File: config.mk
export PLATFORM = sky130hd
export DESIGN_NAME = sbc_ctrl
export DESIGN_NICKNAME = d
export VERILOG_FILES = /design/src/sbc_pkg.sv /design/src/sbc_ctrl.sv
export SDC_FILE = /design/constraint.sdc
export NUM_CORES = 1
export LEC_CHECK = 0
export BUFFER_PORTS_ARGS = -buffer_cell sky130_fd_sc_hd__clkbuf_2
export CORE_AREA = 2 2 40 42
export CTS_BUF_LIST = sky130_fd_sc_hd__clkbuf_4
export DETAILED_ROUTE_END_ITERATION = 10
export DIE_AREA = 0 0 42 44
export SLEW_MARGIN = 5
export SYNTH_ARGS = -nofsm -noshare
export SYNTH_HDL_FRONTEND = slang
export SYNTH_SLANG_ARGS = --single-unit
File: constraint.sdc
create_clock -name i_clk -period 1.5 [get_ports i_clk]
set_input_delay 0.075 -clock i_clk [delete_from_list [all_inputs] [get_ports i_clk]]
set_output_delay 0.075 -clock i_clk [all_outputs]
set_load 0.01 [all_outputs]
File: src/sbc_pkg.sv
// shared constants, types and helpers of the sprite blitter
`timescale 1ns / 1ps
package sbc_pkg;

    localparam int MAX_WIDTH   = 256;
    localparam int MAX_HEIGHT  = 256;
    localparam int OWNER_BITS  = 16;
    localparam int FRAME_DEPTH = MAX_WIDTH * MAX_HEIGHT;
    localparam int ADDR_W      = $clog2(FRAME_DEPTH);
    localparam int PIX_W       = 2;
    localparam int ENTRY_W     = OWNER_BITS + PIX_W;
    localparam int HIT_W       = 17;
    localparam int APB_AW      = 5;

    localparam logic [HIT_W-1:0] HIT_MAX = '1;
    localparam logic [8:0] FRAME_W_MAX  = 9'(MAX_WIDTH);
    localparam logic [8:0] FRAME_H_MAX  = 9'(MAX_HEIGHT);
    localparam logic [8:0] SPRITE_W_MAX = 9'd256;

    localparam logic [7:0] CHAR_ZERO  = 8'h30;
    localparam logic [7:0] CHAR_ONE   = 8'h31;
    localparam logic [7:0] CHAR_THREE = 8'h33;
    localparam logic [7:0] RAW_THREE  = 8'd3;

    typedef enum logic [1:0] {
        CMD_PIXEL = 2'd0,
        CMD_CLEAR = 2'd1,
        CMD_READ  = 2'd2,
        CMD_NONE  = 2'd3
    } t_command;

    localparam logic [2:0] REG_FRAME_W = 3'd0;
    localparam logic [2:0] REG_FRAME_H = 3'd1;
    localparam logic [2:0] REG_PAL_0   = 3'd2;
    localparam logic [2:0] REG_PAL_1   = 3'd3;
    localparam logic [2:0] REG_PAL_2   = 3'd4;
    localparam logic [2:0] REG_PAL_3   = 3'd5;

    localparam logic RESULT_BLIT = 1'b0;
    localparam logic RESULT_READ = 1'b1;

    typedef struct packed {
        logic capture;
        logic calc;
        logic addr;
        logic update;
        logic clr_step;
    } t_dp_cmd;

    typedef struct packed {
        logic clr_done;
        logic needs_result;
    } t_dp_stat;

    function automatic logic [8:0] clamp9(input logic [8:0] v, input logic [8:0] hi);
        logic [8:0] r;
        r = v;
        if (v == 9'd0) r = 9'd1;
        else if (v > hi) r = hi;
        return r;
    endfunction

endpackage

File: src/sbc_ctrl.sv
// controller fsm: sequences pixel, read and clear commands
`timescale 1ns / 1ps
module sbc_ctrl (
    input  logic              i_clk,
    input  logic              i_rst_n,
    input  logic              i_in_valid,
    input  logic [1:0]        i_command,
    output logic              o_in_ready,
    output logic              o_out_valid,
    input  logic              i_out_ready,
    input  sbc_pkg::t_dp_stat i_stat,
    output sbc_pkg::t_dp_cmd  o_cmd
);

    typedef enum logic [4:0] {
        S_CLEAR = 5'b00001,
        S_IDLE  = 5'b00010,
        S_MUL   = 5'b00100,
        S_ADDR  = 5'b01000,
        S_UPD   = 5'b10000
    } t_state;

    t_state r_state, n_state;
    logic   r_out_valid, n_out_valid;
    logic   accept;
    logic   slot_free;
    logic   emit;

    assign o_in_ready = (r_state == S_IDLE);
    assign accept     = i_in_valid & o_in_ready;
    assign slot_free  = !r_out_valid || i_out_ready;

    always_comb begin
        n_state      = r_state;
        o_cmd        = '0;
        emit         = 1'b0;
        unique case (r_state)
            S_CLEAR: begin
                o_cmd.clr_step = 1'b1;
                if (i_stat.clr_done) n_state = S_IDLE;
            end
            S_IDLE: begin
                if (accept) begin
                    o_cmd.capture = 1'b1;
                    unique case (sbc_pkg::t_command'(i_command))
                        sbc_pkg::CMD_PIXEL: n_state = S_MUL;
                        sbc_pkg::CMD_READ:  n_state = S_MUL;
                        sbc_pkg::CMD_CLEAR: n_state = S_CLEAR;
                        sbc_pkg::CMD_NONE:  n_state = S_IDLE;
                        default:            n_state = S_IDLE;
                    endcase
                end
            end
            S_MUL: begin
                o_cmd.calc = 1'b1;
                n_state    = S_ADDR;
            end
            S_ADDR: begin
                o_cmd.addr = 1'b1;
                n_state    = S_UPD;
            end
            S_UPD: begin
                // hold here while the previous word is still unread
                if (!i_stat.needs_result || slot_free) begin
                    o_cmd.update = 1'b1;
                    emit         = i_stat.needs_result;
                    n_state      = S_IDLE;
                end
            end
            default: n_state = S_IDLE;
        endcase
    end

    always_comb begin
        n_out_valid = r_out_valid;
        if (emit) n_out_valid = 1'b1;
        else if (i_out_ready) n_out_valid = 1'b0;
    end

    always_ff @(posedge i_clk) begin
        if (!i_rst_n) begin
            r_state     <= S_CLEAR;
            r_out_valid <= 1'b0;
        end else begin
            r_state     <= n_state;
            r_out_valid <= n_out_valid;
        end
    end

    assign o_out_valid = r_out_valid;

    a_reset_clears: assert property (@(posedge i_clk)
        !i_rst_n |=> r_state == S_CLEAR)
        else $error("reset does not start the clearing pass");

    a_no_overwrite: assert property (@(posedge i_clk) disable iff (!i_rst_n)
        emit |-> (!r_out_valid || i_out_ready))
        else $error("result overwrites a word not yet taken");

    a_mul_to_addr: assert property (@(posedge i_clk) disable iff (!i_rst_n)
        r_state == S_MUL |=> r_state == S_ADDR)
        else $error("multiply stage not followed by address stage");

    a_update_idle: assert property (@(posedge i_clk) disable iff (!i_rst_n)
        o_cmd.update |=> (r_state == S_IDLE && !o_cmd.capture) || r_state == S_IDLE)
        else $error("update not followed by idle");

endmodule

## Word level (Yosys, flattened, before mapping)

Cells that the tools add are included.

| storage, ports and cells | value |
|---|---|
| register bits | 6 |
| bits of input ports | 8 |
| output and inout bits | 7 |
| logic and storage cells | 38 |

| cells by class | value |
|---|---|
| equality and inequality tests | 11 |
| mux-type cells | 16 |
| bitwise operators | 1 |
| reduce and logical (&&, ||, !) cells | 8 |

Operators by type and width:

| kind | count |
|---|---|
| 5-bit one-hot mux with 5 select lines | 1 |
| 5-bit 2-to-1 mux | 3 |
| 5-bit one-hot mux with 3 select lines | 1 |
| 1-bit 2-to-1 mux | 11 |
| 5-bit by 1-bit equality test with 1-bit output (second input constant) | 1 |
| 5-bit by 2-bit equality test with 1-bit output (second input constant) | 1 |
| 5-bit by 3-bit equality test with 1-bit output (second input constant) | 1 |
| 5-bit by 4-bit equality test with 1-bit output (second input constant) | 1 |
| 5-bit equality test (second input constant) | 1 |
| 2-bit equality test (second input constant) | 2 |
| 2-bit != test (second input constant) | 2 |
| 3-bit AND reduction | 1 |
| 2-bit by 1-bit equality test with 1-bit output (second input constant) | 1 |
| 1-bit logical NOT | 2 |
| 2-bit logical NOT | 1 |
| 1-bit logical OR | 2 |
| 2-bit by 1-bit != test with 1-bit output (second input constant) | 1 |
| 2-bit nonzero test | 1 |
| 2-bit OR reduction | 1 |
| 1-bit bitwise AND | 1 |

## Longest topological paths before layout

| depth | value |
|---|---|
| depth after elaboration | 6 |
| mapped depth | 3 |
| gate-level depth less buffers | 3 |

## Worst setup path before layout

No wires, ideal clock.

| path | value |
|---|---|
| kind | register to register |
| start | register r_state[3] |
| end | register r_state[1] |
| setup time | 0.088 ns |
| data arrival time | 1.102 ns |
| data required time | 1.412 ns |
| setup slack | 0.310 ns |
| cell stages (with the launch flop) | 4 |
| buffers on the path | 0 |
| clock period less this slack | 1.190 ns |
| cells stage by stage | dfxtp_1 > and3b_1 > a221o_1 > a311oi_2 |

| between the ends | value |
|---|---|
| word-level cells in the longest chain between the ends | 4 |
| elaborated cells on any way between the ends | 11 |
| those cells by class | eq/ne: 8; mux: 1; bitwise: 1; reduce/logical: 1 |

RTL lines:

| element | RTL line | source |
|---|---|---|
| start, declared | sbc_ctrl.sv:23 | `t_state r_state, n_state;` |
| start signal, assigned | sbc_ctrl.sv:85 | `r_state <= n_state;` |
| 5-bit by 2-bit equality test with 1-bit output | sbc_ctrl.sv:29, sbc_ctrl.sv:37 |  |
| 1-bit bitwise AND | sbc_ctrl.sv:30 | `assign accept = i_in_valid & o_in_ready;` |
| 2-bit by 1-bit != test with 1-bit output (no line) | -- |  |
| 3-bit AND reduction (no line) | -- |  |

Parallel ways exist; a longest one is shown, timed or not.
A chain may end at the register's enable or synchronous reset.

==> summary.md <==
| Metric | Value |
|---|---|
| Status | complete, no violations |
| Post-Synthesis Cell Area | 338 µm² |
| H-tree Lvls | 1 |
| Post-CTS Setup Repair Bufs | 0 |
| Port Buffers | 14 |
| Ant diodes | 0 |
| Warnings, synthesis | 0 |
| Worst Skew | 2.39 ps |
| P&R area growth vs syn | 33.3% |
| Post-route cell area | 450 µm² |
| Clock Sinks | 6 |
| # nets final | 64 |
| Slew at the pin closest to its max-slew limit | 321 ps |
| Leak Pwr | 0.000233 µW |
| I/O Pins | 15 |
| Max stage delay on crit path | 320 ps |
| Antenna viol nets, final | 0 |
| Seq/Total Area, Yosys | 35.6% |
| WL met2 | 298 µm |
| GRT overflow | 0 |
| Mapped Cells | 37 |
| Comb power frac | 15.4% |
| Vias per inst | 4.67 |
| Clock root buffer | clkbuf_4 |
| Routed length on met3 | 63 µm |
| Worst skew pair latency | 240 ps |
| Worst path top cell family by delay | simple AND/OR/NAND/NOR gates |
| Core area | 1420 µm² |
| Initial Util | 23.8% |
| # setup viols final | 0 |
| NetSw | 89.4 µW |
| Tmin final | 1330 ps |
| Cell area power density | 833 nW/µm² |
| Startpoint types | register |
| RSZ-0062 raised after global routing | false |
| Chip Height | 44 µm |
| Avg WL per Cell | 10.2 µm |
| Routed via count | 327 |
| Worst path buffer plus inverter count | 1 |
| Worst EP arrival | 1260 ps |
| Final Hold Fails | 0 |
| First-pass DRT Iterations | 2 |
| Placed Instance Area | 428 µm² |
| DRT Wirelength | 712 µm |
| Clock share of power | 39.0% |
| Slew headroom | 78.5% |
| Internal | 286 µW |
| Layout cells sized above 1 | 44.4% |
| Largest net degree at the start of global routing | 8 |
| Pins Over Slew Limit | 0 |
| Setup CP Type | register to primary output |
| Routed metal-1 wirelength | 343 µm |
| Placer Congestion | 0.797 |
| Reg power frac | 45.6% |
| Pre-CTS WS | 248 ps |
| DRT iter0 DRCs | 2 |
| Max Fclk | 0.749 GHz |
| Initial antenna violation count | 0 |
| Crit-path cells | nor2_1, and4b_2, clkbuf_2 |
| CP Capture Type | primary output |
| Syn Area/Cell | 9.13 µm² |
| Resized cells post-CTS | 0 |
| CTS tree | yes |
| Num CTS Buffers | 3 |
| Hold-fix buffers, CTS | 0 |
| Chip width | 42 µm |
| Final WS setup | 165 ps |
| Count of cell types in the netlist | 23 |
| # DRC | 0 |
| Final period utilization | 89.0% |
| Clock-pin slew on the worst setup and hold paths | 50 ps |
| First-pass GRT wire length | 1.14 mm |
| Max rail drop VDD | 0.000376 V |
| Setup TNS | 0 ps |
| Row cnt | 14 |
| FF+latch count, synth | 6 |
| Min-delay worst type | input port to register |
| Top layer used by detailed routing | met4 |
| CP max stage cell | dfxtp_1 |
| DIE AREA | 1850 µm² |
| Switching portion of total power | 23.8% |
| Worst Path Required | 1420 ps |
| Detailed placer's ending HPWL | 554 µm |
| Vias in the first global route | 277 |
| Max Cap Viol | 0 |
| Mapped Nets | 45 |
| CTS max path bufs | 2 |
| Total track usage | 8.72% |
| Crit Path Max Fanout | 5 |
==> synth_stat cells <==
cell type	n	area share (%)
o21ai_0	1	1.5
buf_4	1	2.2
nand4_1	1	1.9
a221o_1	1	3.0
and2_1	1	1.9
a21bo_2	1	3.0
inv_1	3	3.3
nor3b_1	2	4.4
and3_1	1	1.9
nand3_1	1	1.5
a41o_1	1	3.0
dfxtp_1	6	36
and2b_2	1	2.6
nor2_1	3	3.3
nand2_1	2	2.2
a311oi_2	1	4.4
nor3_1	1	1.5
a21boi_0	1	2.2
and4b_2	2	6.7
o21a_1	1	2.2
and3b_1	3	7.8
and3_2	1	2.2
nand2b_1	1	1.9
==> stage by stage <==
step	cells	util, %	hold slack (ps)	power (µW)
after global placement	67	30.2	278	231
after floorplan	37	-	151	204
final	70	31.7	31.9	375
after detailed placement	67	30.2	283	231
after CTS	70	31.7	22.0	386
after global routing	70	31.7	26.2	400
==> worst paths after layout <==
path                            start                  endpoint  slack [ps]  depth (start not counted)
min                      i_command[0]   r_state[2]$_SDFFE_PN0P_          30                          2
min reg2reg  o_out_valid$_SDFFE_PN0P_  o_out_valid$_SDFFE_PN0P_         490                          2
max           r_state[4]$_SDFFE_PN0P_                  o_cmd[2]         170                          3
max reg2reg   r_state[3]$_SDFFE_PN0P_   r_state[1]$_SDFFE_PN0P_         230                          3
==> metal layers <==
layer / vias to the layer above / GRT usage, %
li1: 171 / -
met1: 140 / 10.6
met2: 14 / 11.6
met3: 2 / 5.00
met4: 0 / 5.81
met5: - / 0
==> kinds of logic (layout without fill, tap and decap cells) <==
kind of cell,Yosys count,after routing,synth area share (%)
simple gates,20,20,39.6
compound gates,7,7,19.3
flops,6,6,35.6
buf+inv,4,21,5.56
==> cell type report <==
cell class              instances  area [µm²]
repair buffers                 15        77.6
well taps                      16        20.0
flip-flops and latches          6         120
clock buffers                   3        22.5
fillers                       160         968
inverters                       3        11.3
multi-input cells              27         199
==> power by group through the flow <==
| stage | clock network (µW) | registers (µW) | logic, µW |
|---|---|---|---|
| after floorplan | 0 | 172 | 31.7 |
| after CTS | 157 | 171 | 58.5 |
| after detailed placement | 0 | 174 | 57.6 |
| final | 147 | 171 | 57.8 |
| after global placement | 0 | 174 | 57.4 |
| after global routing | 166 | 172 | 63.2 |
==> registers in the layout, indices dropped and copies added (netlist names) <==
signal and cells:
o_out_valid 1, r_state 5
==> cells in the final DEF, fill, tap and decap left out, drive strengths merged <==
cell,synthesis,routed
a21bo,1,1
a21boi,1,1
a221o,1,1
a311oi,1,1
a41o,1,1
and2,1,1
and2b,1,1
and3,2,2
and3b,3,3
and4b,2,2
buf,1,1
clkbuf,0,17
dfxtp,6,6
inv,3,3
nand2,2,2
nand2b,1,1
nand3,1,1
nand4,1,1
nor2,3,3
nor3,1,1
nor3b,2,2
o21a,1,1
o21ai,1,1
No activity file was read; power rests on OpenSTA's default activity.
