===== config.mk =====
export PLATFORM = sky130hd
export DESIGN_NAME = sbc_regs
export DESIGN_NICKNAME = d
export VERILOG_FILES = /design/src/sbc_pkg.sv /design/src/sbc_regs.sv
export SDC_FILE = /design/constraint.sdc
export NUM_CORES = 1
export LEC_CHECK = 0
export BUFFER_PORTS_ARGS = -buffer_cell sky130_fd_sc_hd__buf_2
export CAP_MARGIN = 0
export CORE_MARGIN = 3
export CORE_UTILIZATION = 35
export DETAILED_ROUTE_END_ITERATION = 8
export GPL_TIMING_DRIVEN = 0
export HOLD_SLACK_MARGIN = 0.06
export PLACE_DENSITY = 0.71
export RECOVER_POWER = 25
export SETUP_SLACK_MARGIN = 0.15
export SYNTH_ARGS = -nofsm -noshare
export SYNTH_HDL_FRONTEND = slang
export SYNTH_SLANG_ARGS = --single-unit
export TNS_END_PERCENT = 50

===== constraint.sdc =====
create_clock -name i_clk -period 2 [get_ports i_clk]
set_input_delay 0.1 -clock i_clk [delete_from_list [all_inputs] [get_ports i_clk]]
set_output_delay 0.1 -clock i_clk [all_outputs]
set_load 0.02 [all_outputs]

===== src/sbc_pkg.sv =====
// shared constants, types and helpers of the sprite blitter
`timescale 1ns / 1ps
package sbc_pkg;

    localparam int MAX_WIDTH   = 256;
    localparam int MAX_HEIGHT  = 256;
    localparam int OWNER_BITS  = 16;
    localparam int FRAME_DEPTH = MAX_WIDTH * MAX_HEIGHT;
    localparam int ADDR_W      = $clog2(FRAME_DEPTH);
    localparam int PIX_W       = 2;
    localparam int ENTRY_W     = OWNER_BITS + PIX_W;
    localparam int HIT_W       = 17;
    localparam int APB_AW      = 5;

    localparam logic [HIT_W-1:0] HIT_MAX = '1;
    localparam logic [8:0] FRAME_W_MAX  = 9'(MAX_WIDTH);
    localparam logic [8:0] FRAME_H_MAX  = 9'(MAX_HEIGHT);
    localparam logic [8:0] SPRITE_W_MAX = 9'd256;

    localparam logic [7:0] CHAR_ZERO  = 8'h30;
    localparam logic [7:0] CHAR_ONE   = 8'h31;
    localparam logic [7:0] CHAR_THREE = 8'h33;
    localparam logic [7:0] RAW_THREE  = 8'd3;

    typedef enum logic [1:0] {
        CMD_PIXEL = 2'd0,
        CMD_CLEAR = 2'd1,
        CMD_READ  = 2'd2,
        CMD_NONE  = 2'd3
    } t_command;

    localparam logic [2:0] REG_FRAME_W = 3'd0;
    localparam logic [2:0] REG_FRAME_H = 3'd1;
    localparam logic [2:0] REG_PAL_0   = 3'd2;
    localparam logic [2:0] REG_PAL_1   = 3'd3;
    localparam logic [2:0] REG_PAL_2   = 3'd4;
    localparam logic [2:0] REG_PAL_3   = 3'd5;

    localparam logic RESULT_BLIT = 1'b0;
    localparam logic RESULT_READ = 1'b1;

    typedef struct packed {
        logic capture;
        logic calc;
        logic addr;
        logic update;
        logic clr_step;
    } t_dp_cmd;

    typedef struct packed {
        logic clr_done;
        logic needs_result;
    } t_dp_stat;

    function automatic logic [8:0] clamp9(input logic [8:0] v, input logic [8:0] hi);
        logic [8:0] r;
        r = v;
        if (v == 9'd0) r = 9'd1;
        else if (v > hi) r = hi;
        return r;
    endfunction

endpackage


===== src/sbc_regs.sv =====
// apb configuration registers: frame size and palette
`timescale 1ns / 1ps
module sbc_regs (
    input  logic                      i_clk,
    input  logic                      i_rst_n,
    input  logic                      psel,
    input  logic                      penable,
    input  logic                      pwrite,
    input  logic [sbc_pkg::APB_AW-1:0] paddr,
    input  logic [31:0]               pwdata,
    output logic [31:0]               prdata,
    output logic                      pready,
    output logic [8:0]                o_frame_w,
    output logic [8:0]                o_frame_h,
    output logic [23:0]               o_pal [4]
);

    logic [8:0]  r_frame_w;
    logic [8:0]  r_frame_h;
    logic [23:0] r_pal [4];
    logic        wr;
    logic [2:0]  reg_idx;

    assign pready  = 1'b1;
    assign wr      = psel & penable & pwrite & pready;
    assign reg_idx = paddr[4:2];

    always_ff @(posedge i_clk) begin
        if (!i_rst_n) begin
            r_frame_w <= sbc_pkg::FRAME_W_MAX;
            r_frame_h <= sbc_pkg::FRAME_H_MAX;
            for (int i = 0; i < 4; i++) r_pal[i] <= '0;
        end else if (wr) begin
            unique case (reg_idx)
                sbc_pkg::REG_FRAME_W: r_frame_w <= pwdata[8:0];
                sbc_pkg::REG_FRAME_H: r_frame_h <= pwdata[8:0];
                sbc_pkg::REG_PAL_0:   r_pal[0]  <= pwdata[23:0];
                sbc_pkg::REG_PAL_1:   r_pal[1]  <= pwdata[23:0];
                sbc_pkg::REG_PAL_2:   r_pal[2]  <= pwdata[23:0];
                sbc_pkg::REG_PAL_3:   r_pal[3]  <= pwdata[23:0];
                default: ;
            endcase
        end
    end

    always_comb begin
        unique case (reg_idx)
            sbc_pkg::REG_FRAME_W: prdata = {23'd0, r_frame_w};
            sbc_pkg::REG_FRAME_H: prdata = {23'd0, r_frame_h};
            sbc_pkg::REG_PAL_0:   prdata = {8'd0, r_pal[0]};
            sbc_pkg::REG_PAL_1:   prdata = {8'd0, r_pal[1]};
            sbc_pkg::REG_PAL_2:   prdata = {8'd0, r_pal[2]};
            sbc_pkg::REG_PAL_3:   prdata = {8'd0, r_pal[3]};
            default:              prdata = 32'd0;
        endcase
    end

    assign o_frame_w = r_frame_w;
    assign o_frame_h = r_frame_h;
    assign o_pal     = r_pal;

endmodule


# --- Yosys cells after proc, flatten, opt, wreduce, memory -nomap -nowiden ---
# Cells that the tools add are included.
word_totals:
  regBits: 114
  in_bits: 42
  output_inout_bits: 147
  wordCells: 21
op_classes:
  eq_ne: 5
  n_mux: 1
  n_bitwise: 2
  reduce_logical: 7
op_table:
  columns: ["cell", "n"]
  rows:
  - ["$pmux 24 s6", 1]
  - ["$reduce_and 2->1", 6]
  - ["$eq 3x2->1 const B", 2]
  - ["$eq 3x3->1 const B", 2]
  - ["$eq 3x1->1 const B", 1]
  - ["$logic_not 3->1", 1]
  - ["$and 1x1->1", 2]

# --- Longest topological paths before layout ---
# Gate-level depths: netlist of the first run.
depth:
  word_depth: 3
  mapped_depth: 5
  mapped_depth_nobuf: 3

# --- Least setup slack after synthesis of the first run ---
# OpenSTA, ideal clock, no wires.
synth_timing:
  kind: "register to output"
  startpoint: "register r_frame_w[4], in the netlist o_frame_w[4]"
  endpoint: "output port prdata[4]"
  t_arrival_ns: 1.176
  path_slack_ns: 0.724
  path_stages_with_launch: 4
  path_cell_list: "dfxtp_1 or4b_1 o21ai_0 a221o_1"
synth_between:
  elab_chain_cells: 1
synth_lines:
  columns: ["item", "line", "source"]
  rows:
  - ["start, declared", "sbc_regs.sv:18", "logic [8:0] r_frame_w;"]
  - ["start signal, assigned", "sbc_regs.sv:30", "r_frame_w <= sbc_pkg::FRAME_W_MAX;"]
  - ["start signal, assigned", "sbc_regs.sv:35", "sbc_pkg::REG_FRAME_W: r_frame_w <= pwdata[8:0];"]
  - ["$pmux 24 s6", "sbc_regs.sv:47", "unique case (reg_idx)"]
  - ["end, declared", "sbc_regs.sv:11", "output logic [31:0] prdata,"]
# No other way between the ends.

# --- Final worst setup path of the first run ---
layout_timing:
  startpoint: "input port paddr[2] (netlist name)"
  endpoint: "output port prdata[0]"
layout_between:
  elab_chain_cells: 2
  word_cells_on_any_way: 7
layout_lines:
  columns: ["item", "line", "source"]
  rows:
  - ["start, declared", "sbc_regs.sv:9", "input logic [sbc_pkg::APB_AW-1:0] paddr,"]
  - ["$eq 3x3->1, or another cell as far along", "sbc_regs.sv:47", null]
  - ["$pmux 24 s6 *", "sbc_regs.sv:47", null]
# Every way passes the cells marked *; elsewhere a longest branch is shown, timed or not.

==> results of run 1 <==
==> cells by family (layout without fill, tap and decap cells) <==
| logic type | after synthesis | after routing | share of synthesized area (%) |
|---|---|---|---|
| flip-flops | 114 | 114 | 44.3 |
| buffers and inverters | 48 | 263 | 5.71 |
| multiplexers | 166 | 166 | 32.4 |
| AND/OR/NAND/NOR | 160 | 160 | 13.0 |
| AO/OA/AOI/OAI | 32 | 32 | 4.38 |
| other | 2 | 9 | 0.146 |
==> worst paths after layout <==
path / startpoint / to / depth (start not counted)
max: paddr[2] / prdata[0] / 6
min: pwdata[5] / o_frame_h[5] / 3
max reg2reg: o_pal[6] / o_pal[6] / 2
min reg2reg: o_pal[23] / o_pal[23] / 2
==> worst max-delay path, delay by kind of cell <==
family	cells	cell delay [ns]
buffers and inverters	4	1.09
AOI/OAI and AO/OA	1	0.30
muxes	1	0.13
==> what timing repair did <==
item / 4_1_cts / 5_1_grt
hold endpoints to repair: 64 / 0
resized for setup: 0 / 2
endpoints found under the setup margin: 0 / 10
hold buffers: 17 / 0
==> state kept, by name, summed over array words and instances, names as in the netlist <==
| signal | count |
|---|---|
| o_frame_h | 9 |
| o_frame_w | 9 |
| o_pal | 96 |
==> Yosys cell counts, drive strengths merged (3+ instances only) <==
master  number  area (sq um)
mux2i      160          1600
nand2      136           510
dfxtp      114          2280
buf         33           238
o22ai       17           106
clkbuf      14          52.6
mux2         6          67.6
or3          6          37.5
nor2         5          28.8
nor2b        5          31.3
o221ai       4          35.0
a22oi        3          22.5
nand2b       3          18.8
==> power groups by stage <==
stage          sequential, W  combinational (W)  clock, W
4_1_cts              0.00230           0.000413   0.00294
3_3_place_gp         0.00235           0.000384         0
5_1_grt              0.00230           0.000439   0.00305
6_report             0.00230           0.000412   0.00290
3_5_place_dp         0.00235           0.000386         0
2_1_floorplan        0.00237           0.000217         0
==> metrics by stage <==
stage          util [%]  instance area [sq um]  power (W)  instances  hold WS (ns)
6_report           49.0                   6940    0.00561        924        0.0804
3_3_place_gp       44.1                   6240    0.00274        877         0.415
4_1_cts            49.3                   6970    0.00565        924        0.0674
5_1_grt            49.0                   6940    0.00580        924         0.113
3_5_place_dp       44.1                   6240    0.00274        877         0.428
2_1_floorplan         -                   5170    0.00259        529         0.270
==> final cells by class <==
cell class	count	area (sq um)
clock buffers	25	515
well taps	180	225
clock inverters	5	50.0
flip-flops and latches	114	2280
inverters	1	3.75
repair buffers	185	997
plain buffers	47	274
fillers	1356	7210
multi-input cells	367	2590
==> routing by layer <==
metal	track usage, %	part of all wire [%]	wire length, microns
met1	28.4	45	7870
met2	34.1	47	8210
met3	4.77	6.4	1110
met4	7.44	1.5	255
met5	0	0	0
==> results.py, run 1 <==
metrics = {
    "outcome": {
        "status": "complete, no violations",
    },
    "clocking": {
        "clk_latency_ns": 0.41,
        "cts_tree": "done",
        "clock-sinks": 114,
        "cts_root_buffer": "clkbuf_16",
        "post_cts_buffers": 0,
        "clk_pin_slew_ns": 0.05,
        "clockBufferDepth": 2,
        "h-tree-depth": 4,
        "numCtsBuffers": 17,
    },
    "timing": {
        "fin_crit_sh_pct": 86.8,
        "hold_viol": 0,
        "setup_ws_ns": 0.263,
        "relSlewSlack_pct": 34.0,
        "timing.fmax_ghz": 0.576,
        "fin_skew_ns": 0,
        "worst_slew_pin_slew_ns": 0.990,
        "fin_tns_setup_ns": 0,
        "setup_viol": 0,
        "period_needed_ns": 1.74,
        "slew_violations": 0,
        "rsz0062_at_grt": "false",
    },
    "route": {
        "drt_iter0_drc": 281,
        "final_antenna_net_count": 0,
        "wire_per_inst_microns": 18.9,
        "vias_per_cell": 5.00,
        "first_pass_iters": 5,
        "drcViolationCount": 0,
        "wl_mm": 17.4,
        "vias": 4621,
    },
    "die": {
        "start_util_pct": 36.4,
        "ios": 189,
        "die_y_microns": 127,
        "die_area_sq_um": 16200,
        "rows": 43,
        "fp.coreArea_sq_um": 14100,
        "dieWidth_microns": 127,
    },
    "yosys": {
        "ys_warn_count": 0,
        "synth_edf_count": 0,
        "ys_ff_latch": 114,
        "ys_seq_area_share_pct": 44.3,
        "synthArstFlopShare_pct": 0,
        "syn-cell-area_sq_um": 5150,
        "synth.distinct_cells": 28,
        "ys.flop_type": "dfxtp_1",
        "syn_inst": 522,
        "syn_avg_cell_area_sq_um": 9.86,
    },
    "power": {
        "swShare_pct": 23.1,
        "clkPwrFrac_pct": 51.6,
        "power.density_nw_per_um2": 809,
        "pwr-share-comb_pct": 7.3,
        "internal_power_w": 0.00432,
        "vdd_ir_drop_max_uv": 428,
        "switchingPower_w": 0.00130,
        "p_seq_share_pct": 41.1,
        "cellLeakagePower_nw": 3.15,
    },
    "layout": {
        "drive_gt1_share_pct": 29.6,
        "syn_to_final_growth_pct": 34.8,
        "nets": 775,
        "antenna_cells": 0,
        "layout_commonest_cell": "buf_2",
        "layout_common_cells": "168 x buf_2, 160 x mux2i_1, 136 x nand2_1, 114 x dfxtp_1, 31 x clkbuf_1",
    },
    "worst_setup_path": {
        "crit_slowest_cell": "buf_2",
        "cpPeakStageDelay_ns": 0.41,
        "critPathRequiredTime_ns": 1.90,
        "worstSetupPathType": "input port to output pin",
        "path_cells": "clkbuf_1 -> buf_2 -> buf_2 -> mux2i_1 -> o221ai_1 -> buf_2",
        "start_kind": "input port",
        "crit_top_cell": "buf_2",
        "regToRegSetupSlack_ns": 1.32,
        "critPathMaxFanout": 10,
        "crit_arrival_ns": 1.64,
        "endpoint_kind": "output pin",
    },
    "global_route": {
        "grt_overflow_total": 0,
        "grt_max_degree": 17,
        "antenna_found_initial": 0,
        "track_usage_pct": 21.3,
        "grt_pass1_vias": 4491,
        "grt_pass1_wl_mm": 26.0,
    },
    "run": {
        "cap_violations": 0,
    },
    "place": {
        "io_buffers": 168,
        "preCtsSetupSlack_ns": 0.218,
        "dpl.hpwl_mm": 12.1,
        "place.gp.congestion": 0.783,
    },
    "worst_hold_path": {
        "hp-class": "input port to flip-flop",
    },
}
Note: power is estimated with default switching activity, not from simulation.
==> run 2: changes to the inputs <==
- GPL_TIMING_DRIVEN: 0 -> default
==> results.py, run 2 (synthesized netlist as in run 1, its figures left out) <==
metrics = {
    "outcome": {
        "status": "complete, no violations",
    },
    "die": {
        "start_util_pct": 36.4,
        "ios": 189,
        "rows": 43,
        "die_y_microns": 127,
        "die_area_sq_um": 16200,
        "fp.coreArea_sq_um": 14100,
        "dieWidth_microns": 127,
    },
    "route": {
        "vias_per_cell": 4.94,
        "wire_per_inst_microns": 16.7,
        "first_pass_iters": 6,
        "wl_mm": 14.9,
        "final_antenna_net_count": 0,
        "vias": 4414,
        "drt_iter0_drc": 226,
        "drcViolationCount": 0,
    },
    "place": {
        "place.gp.congestion": 0.761,
        "io_buffers": 169,
        "dpl.hpwl_mm": 9.86,
    },
    "timing": {
        "fin_crit_sh_pct": 82.8,
        "whs_ns": 0.0775,
        "rsz0062_at_grt": "false",
        "timing.fmax_ghz": 0.604,
        "fin_skew_ns": 0,
        "relSlewSlack_pct": 38.0,
        "hold_viol": 0,
        "slew_violations": 0,
        "period_needed_ns": 1.66,
        "worst_slew_pin_slew_ns": 0.930,
        "fin_tns_setup_ns": 0,
        "setup_viol": 0,
    },
    "power": {
        "pwr-share-comb_pct": 6.9,
        "swShare_pct": 23.4,
        "finalPower_w": 0.00537,
        "switchingPower_w": 0.00126,
        "vdd_ir_drop_max_uv": 426,
        "p_seq_share_pct": 42.9,
        "power.density_nw_per_um2": 794,
        "cellLeakagePower_nw": 2.95,
        "clkPwrFrac_pct": 50.2,
        "internal_power_w": 0.00412,
    },
    "run": {
        "cap_violations": 0,
    },
    "clocking": {
        "h-tree-depth": 4,
        "cts_tree": "done",
        "cts_hold_buf": 16,
        "cts_resized": 0,
        "clk_pin_slew_ns": 0.05,
        "clk_latency_ns": 0.41,
        "cts_root_buffer": "clkbuf_16",
        "numCtsBuffers": 17,
        "clockBufferDepth": 2,
        "post_cts_buffers": 0,
        "clock-sinks": 114,
    },
    "worst_setup_path": {
        "worstSetupPathType": "flip-flop to output pin",
        "critPathMaxFanout": 3,
        "endpoint_kind": "output pin",
        "start_kind": "flip-flop",
        "critPathRequiredTime_ns": 1.90,
        "crit_arrival_ns": 1.56,
    },
    "layout": {
        "antenna_cells": 0,
        "syn_to_final_growth_pct": 31.5,
        "layout_common_cells": "160 x mux2i_1, 136 x nand2_1, 130 x buf_2, 114 x dfxtp_1, 43 x clkbuf_1",
        "fillCellCount": 1375,
        "largest_reg_flops": 96,
        "layout_commonest_cell": "mux2i_1",
        "drive_gt1_share_pct": 25.6,
        "nets": 744,
    },
    "global_route": {
        "grt_overflow_total": 0,
        "track_usage_pct": 18.3,
        "grt_pass1_wl_mm": 23.2,
        "grt_max_degree": 61,
        "grt_pass1_vias": 4263,
        "antenna_found_initial": 0,
    },
    "worst_hold_path": {
        "hp-class": "input port to flip-flop",
    },
}
-- run 2: final cells by class --
class	instances	area (sq um)	area share, %
Clock inverter	6	30.0	0.444
Clock buffer	25	495	7.32
Multi-Input combinational cell	367	2620	38.7
Tap cell	180	225	3.33
Sequential cell	114	2280	33.7
Timing Repair Buffer	201	1110	16.4
Inverter	1	3.75	0.0555
-- run 2: power groups by stage --
stage	Clock [W]	Sequential (W)	Combinational [W]
after global routing	0.00286	0.00230	0.000400
after global placement	0	0.00235	0.000347
after CTS	0.00274	0.00230	0.000374
final	0.00269	0.00230	0.000372
after detailed placement	0	0.00235	0.000348
after floorplan	0	0.00237	0.000217
-- run 2: critical path, cell delays in order (launching register included) --
cell	delay, ns
dfxtp_1	0.34
or4b_1	0.43
o21ai_0	0.09
a221o_1	0.13
buf_2	0.16
-- run 2: worst paths after layout --
check	from	to	slack, ns	cells after the start
max	o_frame_w[4]	prdata[4]	0.34	4
min	pwdata[3]	o_frame_w[3]	0.08	3
max reg2reg	o_pal[45]	o_pal[45]	1.33	2
min reg2reg	o_pal[81]	o_pal[81]	0.47	2
-- run 2: through the flow --
stage,util [%],setup WS (ns),std cells,cell area (sq um)
6_report,47.8,0.345,894,6770
3_5_place_dp,43.5,0.206,847,6150
4_1_cts,48.3,0.329,894,6830
5_1_grt,47.8,0.274,894,6770
2_1_floorplan,-,0.724,529,5170
3_3_place_gp,43.5,0.241,847,6150
-- run 2: metal layers --
layer,wire length [microns],GRT usage [%],vias up
li1,-,-,2147
met1,6870,23.9,2090
met2,6800,28.5,152
met3,922,5.31,25
met4,326,7.57,0
met5,0,0,-
